### config.mk
export PLATFORM = sky130hd
export DESIGN_NAME = websocket_frame_deframer
export DESIGN_NICKNAME = d
export VERILOG_FILES = /design/src/hw/rtl/wsd_pkg.sv /design/src/hw/rtl/wsd_parser.sv /design/src/hw/rtl/wsd_out_buf.sv /design/src/hw/rtl/websocket_frame_deframer.sv
export SDC_FILE = /design/constraint.sdc
export NUM_CORES = 1
export LEC_CHECK = 0
export BUFFER_PORTS_ARGS = -buffer_cell sky130_fd_sc_hd__buf_2
export CORE_MARGIN = 8
export CORE_UTILIZATION = 31
export DETAILED_ROUTE_END_ITERATION = 6
export GPL_TIMING_DRIVEN = 1
export HOLD_SLACK_MARGIN = 0.12
export PLACE_DENSITY = 0.56
export SLEW_MARGIN = 5
export SYNTH_ARGS = -nofsm -noshare
export SYNTH_HDL_FRONTEND = slang
export SYNTH_SLANG_ARGS = --single-unit
### constraint.sdc
create_clock -name clk -period 16.45 [get_ports clk]
set_input_delay 2.4675 -clock clk [delete_from_list [all_inputs] [get_ports clk]]
set_output_delay 2.4675 -clock clk [all_outputs]
set_load 0.02 [all_outputs]
### src/hw/rtl/wsd_pkg.sv
// Shared types for the WebSocket frame deframer.
// Holds the result request record passed from the parser to the output buffer.
// No dependencies.
package wsd_pkg;

  typedef struct packed {
    logic [7:0]  data_byte;
    logic        has_data;
    logic        fin_flag;
    logic [3:0]  frame_opcode;
    logic        was_masked;
    logic [63:0] payload_length;
    logic        first_of_frame;
    logic        last_of_frame;
  } res_t;

endpackage

### src/hw/rtl/wsd_parser.sv
// Frame header parser and payload unmasker for the WebSocket frame deframer.
// Holds all per-frame state; produces at most one result request per byte.
// Depends on wsd_pkg.
module wsd_parser
  import wsd_pkg::*;
(
  input  logic       clk,
  input  logic       rst,
  input  logic       accept,
  input  logic [7:0] in_byte,
  output logic       emit,
  output res_t       res
);

  localparam logic [2:0] PH_HDR0 = 3'd0;
  localparam logic [2:0] PH_HDR1 = 3'd1;
  localparam logic [2:0] PH_EXT  = 3'd2;
  localparam logic [2:0] PH_KEY  = 3'd3;
  localparam logic [2:0] PH_DATA = 3'd4;

  localparam logic [6:0] LEN_CODE16 = 7'd126;
  localparam logic [6:0] LEN_CODE64 = 7'd127;
  localparam logic [3:0] EXT16_BYTES = 4'd2;
  localparam logic [3:0] EXT64_BYTES = 4'd8;
  localparam logic [3:0] KEY_BYTES   = 4'd4;

  logic [2:0]  phase, phase_next;
  logic        fin, fin_next;
  logic [3:0]  opcode, opcode_next;
  logic        masked, masked_next;
  logic [63:0] length_accum, length_accum_next;
  logic [3:0]  hdr_left, hdr_left_next;
  logic [31:0] mask_key, mask_key_next;
  logic [63:0] payload_left, payload_left_next;
  logic [1:0]  mask_index, mask_index_next;
  logic        at_first, at_first_next;

  logic [6:0]  code;
  logic        len_done;
  logic        start_payload;
  logic [7:0]  key_byte;
  logic        last;

  assign code = in_byte[6:0];

  always_comb begin
    unique case (mask_index)
      2'd0:    key_byte = mask_key[31:24];
      2'd1:    key_byte = mask_key[23:16];
      2'd2:    key_byte = mask_key[15:8];
      default: key_byte = mask_key[7:0];
    endcase
  end

  assign last = (payload_left <= 64'd1);

  always_comb begin
    phase_next        = phase;
    fin_next          = fin;
    opcode_next       = opcode;
    masked_next       = masked;
    length_accum_next = length_accum;
    hdr_left_next     = hdr_left;
    mask_key_next     = mask_key;
    payload_left_next = payload_left;
    mask_index_next   = mask_index;
    at_first_next     = at_first;
    len_done          = 1'b0;
    start_payload     = 1'b0;
    emit              = 1'b0;
    res.data_byte      = 8'd0;
    res.has_data       = 1'b0;
    res.first_of_frame = 1'b0;
    res.last_of_frame  = 1'b0;

    unique case (phase)
      PH_HDR1: begin
        masked_next = in_byte[7];
        if (code == LEN_CODE16 || code == LEN_CODE64) begin
          hdr_left_next     = (code == LEN_CODE16) ? EXT16_BYTES : EXT64_BYTES;
          length_accum_next = 64'd0;
          phase_next        = PH_EXT;
        end else begin
          length_accum_next = {57'd0, code};
          len_done          = 1'b1;
        end
      end
      PH_EXT: begin
        length_accum_next = {length_accum[55:0], in_byte};
        hdr_left_next     = hdr_left - 4'd1;
        len_done          = (hdr_left == 4'd1);
      end
      PH_KEY: begin
        mask_key_next = {mask_key[23:0], in_byte};
        hdr_left_next = hdr_left - 4'd1;
        start_payload = (hdr_left == 4'd1);
      end
      PH_DATA: begin
        emit               = 1'b1;
        res.data_byte      = in_byte ^ (masked ? key_byte : 8'd0);
        res.has_data       = 1'b1;
        res.first_of_frame = at_first;
        res.last_of_frame  = last;
        at_first_next      = 1'b0;
        mask_index_next    = mask_index + 2'd1;
        if (payload_left != 64'd0) begin
          payload_left_next = payload_left - 64'd1;
        end
        if (last) begin
          phase_next = PH_HDR0;
        end
      end
      default: begin
        fin_next    = in_byte[7];
        opcode_next = in_byte[3:0];
        phase_next  = PH_HDR1;
      end
    endcase

    if (len_done) begin
      if (masked_next) begin
        hdr_left_next = KEY_BYTES;
        mask_key_next = 32'd0;
        phase_next    = PH_KEY;
      end else begin
        start_payload = 1'b1;
      end
    end

    if (start_payload) begin
      payload_left_next = length_accum_next;
      mask_index_next   = 2'd0;
      at_first_next     = 1'b1;
      if (length_accum_next == 64'd0) begin
        emit               = 1'b1;
        res.first_of_frame = 1'b1;
        res.last_of_frame  = 1'b1;
        phase_next         = PH_HDR0;
      end else begin
        phase_next = PH_DATA;
      end
    end

    res.fin_flag       = fin_next;
    res.frame_opcode   = opcode_next;
    res.was_masked     = masked_next;
    res.payload_length = length_accum_next;
  end

  always_ff @(posedge clk) begin
    if (rst) begin
      phase        <= PH_HDR0;
      fin          <= 1'b0;
      opcode       <= 4'd0;
      masked       <= 1'b0;
      length_accum <= 64'd0;
      hdr_left     <= 4'd0;
      mask_key     <= 32'd0;
      payload_left <= 64'd0;
      mask_index   <= 2'd0;
      at_first     <= 1'b1;
    end else if (accept) begin
      phase        <= phase_next;
      fin          <= fin_next;
      opcode       <= opcode_next;
      masked       <= masked_next;
      length_accum <= length_accum_next;
      hdr_left     <= hdr_left_next;
      mask_key     <= mask_key_next;
      payload_left <= payload_left_next;
      mask_index   <= mask_index_next;
      at_first     <= at_first_next;
    end
  end

endmodule

### src/hw/rtl/wsd_out_buf.sv
// Two-entry output register with skid stage for the WebSocket frame deframer.
// Decouples result requests from downstream ready. Depends on wsd_pkg.
module wsd_out_buf
  import wsd_pkg::*;
(
  input  logic clk,
  input  logic rst,
  input  logic push,
  input  res_t push_data,
  output logic ready,
  output logic out_valid,
  input  logic out_ready,
  output res_t out_data
);

  logic main_valid;
  logic skid_valid;
  res_t main_data;
  res_t skid_data;
  logic pop;

  assign ready     = !skid_valid;
  assign out_valid = main_valid;
  assign out_data  = main_data;
  assign pop       = main_valid && out_ready;

  always_ff @(posedge clk) begin
    if (rst) begin
      main_valid <= 1'b0;
      skid_valid <= 1'b0;
    end else begin
      if (pop) begin
        if (skid_valid) begin
          main_data  <= skid_data;
          skid_valid <= 1'b0;
        end else if (push) begin
          main_data <= push_data;
        end else begin
          main_valid <= 1'b0;
        end
      end else if (push) begin
        if (!main_valid) begin
          main_data  <= push_data;
          main_valid <= 1'b1;
        end else begin
          skid_data  <= push_data;
          skid_valid <= 1'b1;
        end
      end
    end
  end

endmodule

### src/hw/rtl/websocket_frame_deframer.sv
// Top level of the WebSocket frame deframer.
// Instantiates wsd_parser and wsd_out_buf; depends on wsd_pkg.
//
// Accepts one raw stream byte per cycle while in_ready is high and returns,
// registered, an unmasked payload byte with its frame's header fields, or
// a single marker for a frame with no payload. Header bytes give no result.
// Each byte is handled in the cycle it is accepted by the parser logic, whose
// longest path is the 64-bit payload count decrement and compare; a two-entry
// output register keeps input accepted while one result waits downstream, so
// the sustained rate is one byte per cycle when the receiver takes each result.
module websocket_frame_deframer
  import wsd_pkg::*;
(
  input  logic        clk,
  input  logic        rst,
  input  logic        in_valid,
  output logic        in_ready,
  input  logic [7:0]  in_byte,
  output logic        out_valid,
  input  logic        out_ready,
  output logic [7:0]  data_byte,
  output logic        has_data,
  output logic        fin_flag,
  output logic [3:0]  frame_opcode,
  output logic        was_masked,
  output logic [63:0] payload_length,
  output logic        first_of_frame,
  output logic        last_of_frame
);

  logic accept;
  logic emit;
  res_t res;
  res_t out_data;

  assign accept = in_valid && in_ready;

  wsd_parser u_parser (
    .clk     (clk),
    .rst     (rst),
    .accept  (accept),
    .in_byte (in_byte),
    .emit    (emit),
    .res     (res)
  );

  wsd_out_buf u_out_buf (
    .clk       (clk),
    .rst       (rst),
    .push      (accept && emit),
    .push_data (res),
    .ready     (in_ready),
    .out_valid (out_valid),
    .out_ready (out_ready),
    .out_data  (out_data)
  );

  assign data_byte      = out_data.data_byte;
  assign has_data       = out_data.has_data;
  assign fin_flag       = out_data.fin_flag;
  assign frame_opcode   = out_data.frame_opcode;
  assign was_masked     = out_data.was_masked;
  assign payload_length = out_data.payload_length;
  assign first_of_frame = out_data.first_of_frame;
  assign last_of_frame  = out_data.last_of_frame;

endmodule

### Word-level counts from Yosys, hierarchy flattened

Cells that the tools add are included.

* logic and storage cells: 118
* output and inout port bits: 83
* bits of input ports: 12
* flip-flop bits (word level): 340

* reduce and logical (&&, ||, !) cells: 21
* order comparisons: 1
* eq/ne operators: 12
* add/subtract/negate cells: 3
* mux-type cells: 50
* bitwise logic cells: 3

Operator list (number)
* 2-to-1 mux 81 bit: 5
* 2-to-1 mux 64 bit: 3
* case mux 64 bit (2 select lines): 1
* 2-to-1 mux 32 bit: 3
* <= comparator 64 x 1 -> 1 bit (second input constant): 1
* zero test 64 bit: 1
* nonzero test 64 bit: 1
* subtractor 64 x 1 -> 64 bit (second input constant): 1
* case mux 8 bit (3 select lines): 1
* 2-to-1 mux 4 bit: 5
* 2-to-1 mux 3 bit: 6
* 2-to-1 mux 1 bit: 15
* equality test 7 bit (second input constant): 2
* 2-to-1 mux 2 bit: 5
* 2-to-1 mux 9 bit: 1
* case mux 3 bit (3 select lines): 1
* 2-to-1 mux 8 bit: 1
* case mux 4 bit (2 select lines): 1
* AND reduction 4 bit: 2
* nonzero test 2 bit: 4
* XOR 8 bit: 1
* 2-to-1 mux 7 bit: 1
* equality test 3 x 2 -> 1 bit (second input constant): 2
* != test 2 bit (second input constant): 3
* 17 further kinds: 23

### Longest topological paths before layout

* depth in word-level cells: 11
* gate-level depth with buffers: 14
* depth with buffers taken out: 8

### Cells and area by module

Synthesis repeated with hierarchy kept, for this count alone.

* cells, all modules: 1695
* area, all modules: 16435.8 um2

By module, submodules not included
* wsd_parser: instances 1, sequential area each 3523.4 um2, area each 10453.8 um2, cells each 1429
* wsd_out_buf: instances 1, sequential area each 4904.7 um2, area each 5969.5 um2, cells each 264
* websocket_frame_deframer: instances 1, sequential area each 0.0 um2, area each 12.5 um2, cells each 2

### Worst setup path after synthesis

OpenSTA, ideal clock, no wires.

* kind: input-to-reg
* from: input in_byte[7]
* to: register u_out_buf.main_data, in the netlist u_out_buf.out_data[0], enable pin
* slack: 7.531 ns
* arrival: 8.350 ns
* stages on the path: 9
* path buffers: 2
* library setup time: 0.569 ns
* required time: 15.881 ns
* path through: buf_2 > nor2b_1 > a221oi_1 > nand4_1 > nor4_1 > nand4_1 > or3_1 > buf_2 > a31oi_1

* word-level cells in the longest chain between the ends: 7
* elaborated cells on any way between the ends: 11
* those cells by class: 6 x mux; 5 x reduce/logical

RTL lines
* start, declared: line websocket_frame_deframer.sv:18 `input logic [7:0] in_byte,`
* case mux 64 bit (2 select lines) or 2-to-1 mux 1 bit (tied branches): line wsd_parser.sv:76 `unique case (phase)`
* zero test 64 bit or 2-to-1 mux 1 bit (tied branches): line wsd_parser.sv:134, wsd_parser.sv:121
* 2-to-1 mux 1 bit (on tied branches): line wsd_parser.sv:134, wsd_parser.sv:120
* 2-to-1 mux 1 bit (*): line wsd_parser.sv:130 `if (start_payload) begin`
* logical AND 1 bit (*): line websocket_frame_deframer.sv:50 `.push (accept && emit),`
* nonzero test 2 bit (no line)
* AND reduction 4 bit (no line) (*)
* end signal, assigned: line wsd_out_buf.sv:34 `main_data <= skid_data;`
* end signal, assigned: line wsd_out_buf.sv:37 `main_data <= push_data;`
* end signal, assigned: line wsd_out_buf.sv:43 `main_data <= push_data;`
* end, declared: line wsd_out_buf.sv:18 `res_t main_data;`

Mark *: on every way between the ends. The rest lies on a longest branch, timed or not.
A chain may end at the register's enable or synchronous reset.

==> impl_metrics.json <==
{
  "grt_antenna_before_repair": 1,
  "synth_seq_cells": 340,
  "area_growth_pct": 15.2,
  "dr.pass1.iters": 7,
  "wl_per_cell_um": 19.9,
  "drt_iter0_markers": 1488,
  "finalNonFillerCells": 2594,
  "leakage_nw": 7.15,
  "grt_start_max_net_pins": 113,
  "crit_chain": "buf_2 -> nand4_1 -> o21ai_1 -> o311ai_1 -> nor3_1 -> nand4_1 -> or3_1 -> a2111oi_4 -> buf_4",
  "min_path_cells": 2,
  "cts.sinks": 340,
  "worst-path-buf-inv": 2,
  "die_y_um": 247,
  "r2r_end": "u_out_buf.skid_data[16]",
  "critPathLaunch": "in_byte[1]",
  "start_util_pct": 31.4,
  "ys_types": 69,
  "rrSetupSlack_ps": 10490,
  "r2r.worst_path.cells": 10,
  "wl_um": 51600,
  "end_kind": "flop",
  "start_kind": "input port",
  "criticalPathCategory": "input port to flop",
  "rsz0062_at_grt": "no",
  "max_freq_ghz": 0.165,
  "grt_overflow": 0,
  "rows": 84,
  "dpl.hpwl_um": 33900,
  "hold_start": "u_parser.mask_key[24]",
  "die-width_um": 247,
  "vdd_ir_drop_max_mv": 0.0497,
  "netlist_area_mm2": 0.0165,
  "status": "complete, but fails checks",
  "synth_cells": 1828,
  "drive_above_1_share_pct": 13.4,
  "cap_violations": 0,
  "slew_viol_final": 0,
  "clockBufferDepth": 3,
  "violations": "DRC",
  "path_max_fanout": 81,
  "finalCritPeriodShare_pct": 36.9,
  "path_clk_slew_ps": 60,
  "timing.rr.start": "u_parser.phase[0]",
  "critPathTopFamily": "compound AO/OA/AOI/OAI gates",
  "fin_crit_ps": 6070,
  "synthTopCellsByArea": "edfxtp_1 29%, dfxtp_1 22%, a21oi_1 5.6%",
  "core-area_mm2": 0.0527,
  "slew_headroom_pct": 19.1,
  "ctsResizeCount": 0,
  "post-route-drc-count": 3,
  "port_buffers": 94,
  "synth_top_cell_area_share_pct": 29.4,
  "htreeDepth": 2,
  "worst_path_most_repeated_cell": "nand4_1",
  "arrival_ps": 6220,
  "yosysTopAreaCell": "edfxtp_1",
  "hold_violations": 0,
  "crit_required_ps": 16600,
  "finalSetupTns_ps": 0,
  "ys_top_cells_by_count": "241 x nor2_1, 185 x a21oi_1, 178 x dfxtp_1",
  "whs_ps": 453,
  "setup_viol_count_final": 0,
  "critPathMaxStageDelay_ps": 910,
  "finalPower_mw": 2.30,
  "worstHoldPathType": "flop to flop",
  "post-place-cells": 2525,
  "finalClockSkew_ps": 30.3,
  "synth_fp_nets": 1848,
  "dieArea_mm2": 0.0610,
  "yosys_warnings": 0,
  "syn_avg_cell_area_um2": 9.04,
  "hold_buffers": 0,
  "synth.most_common_cell": "nor2_1",
  "place.gp.congestion": 0.869,
  "grt_use_total_pct": 16.3,
  "insertion_delay_ps": 550,
  "min_to": "u_parser.mask_key[24]",
  "ys_async_sr_fraction_pct": 0,
  "grt_pass1_wl_um": 80000,
  "num-nets-final": 1896,
  "final_antenna_net_count": 0,
  "cts_root_buffer": "clkbuf_16",
  "synth.yosys.seq_area_share_pct": 51.0,
  "post_cts_buffers": 0,
  "grt_pass1_vias": 13400,
  "cts_tree": "yes",
  "p_per_area_mw_per_mm2": 121,
  "worst_slew_pin_slew_ps": 1210,
  "cts_buffers": 37,
  "pin_count": 95,
  "synth_edf_count": 162,
  "viasPerCell": 5.48,
  "synth_ff_type": "dfxtp_1",
  "cp_slowest_cell": "buf_4",
  "vias": 14200
}
## layout make-up
type	count	area, um2
Antenna cell	1	2.50
Fill cell	5272	33600
Inverter	85	319
Clock buffer	52	1070
Sequential cell	340	8430
Multi-Input combinational cell	1256	7230
Clock inverter	16	179
Tap cell	688	861
Timing Repair Buffer	156	938
## cell families (layout without fill, tap and decap cells)
kind of cell	after synthesis	after routing	synth area share, %
flops	340	340	51.0
compound gates	512	512	20.0
buf+inv	232	309	5.68
other cells	0	1	0
xor+xnor	10	10	0.530
fa+ha+maj	8	8	0.606
mux	24	24	1.58
simple gates	702	702	20.6
## flip-flops by register name, summed over array words and instances, names as in the netlist, 2 cells and up
register and flops:
u_out_buf.out_data 81, u_out_buf.skid_data 81, u_parser.length_accum 64, u_parser.payload_left 64, u_parser.mask_key 32, u_parser.hdr_left 4, u_parser.opcode 4, u_parser.phase 3
u_parser.mask_index 2
## routing by layer
metal	up-vias	wire length (um)	track usage [%]
met5	-	13	0
met1	6840	23500	23.0
met2	510	22800	24.7
met3	91	3540	2.93
li1	6769	-	-
met4	2	1720	6.11
## how the worst max path moves through the flow
| stage | endpoint | slack, ps | cells after the start |
|---|---|---|---|
| 3_3_place_gp | u_out_buf.skid_data[14] | 9950 | 9 |
| 2_1_floorplan | u_out_buf.out_data[0] | 7530 | 9 |
| 5_1_grt | u_out_buf.skid_data[16] | 10100 | 9 |
| 3_5_place_dp | u_out_buf.skid_data[10] | 9850 | 9 |
| 4_1_cts | u_out_buf.skid_data[14] | 10410 | 9 |
| 6_report | u_out_buf.skid_data[16] | 10380 | 9 |
## placed cells by master (no fill, tap or decap), types with 12 or more instances in the layout
cell type  count
nor2_1       240
a21oi_1      185
dfxtp_1      175
nand2_1      170
edfxtp_1     162
buf_2         93
inv_1         83
a211oi_1      65
buf_4         63
o21ai_0       62
nor3b_1       54
nor2b_1       52
a221oi_1      50
nor3_1        39
clkbuf_16     39
nand4_1       38
o21ai_1       37
nor4_1        32
nand3_1       23
mux2_2        17
a32oi_1       12
o211ai_1      12
or3_1         12
## where the power goes
part	switching, mW	total [mW]	internal [mW]
Combinational	0.322	0.494	0.172
Clock	0.345	0.864	0.519
Sequential	0.0250	0.939	0.914
## worst reg2reg max path: cells and delay by family, from the launching register on
family / cells / cell delay [ps]
AND/OR/NAND/NOR: 4 / 1740
AO/OA/AOI/OAI: 3 / 1680
flip-flops: 1 / 440
buffers and inverters: 3 / 1590
## per-stage QoR
stage	util (%)	area [um2]	setup WS, ps
2_1_floorplan	-	16500	7530
3_3_place_gp	33.8	17800	9950
3_5_place_dp	33.8	17800	9850
4_1_cts	36.1	19000	10410
5_1_grt	36.1	19000	10100
6_report	36.2	19000	10380
Power figures use the tool's default switching activity.
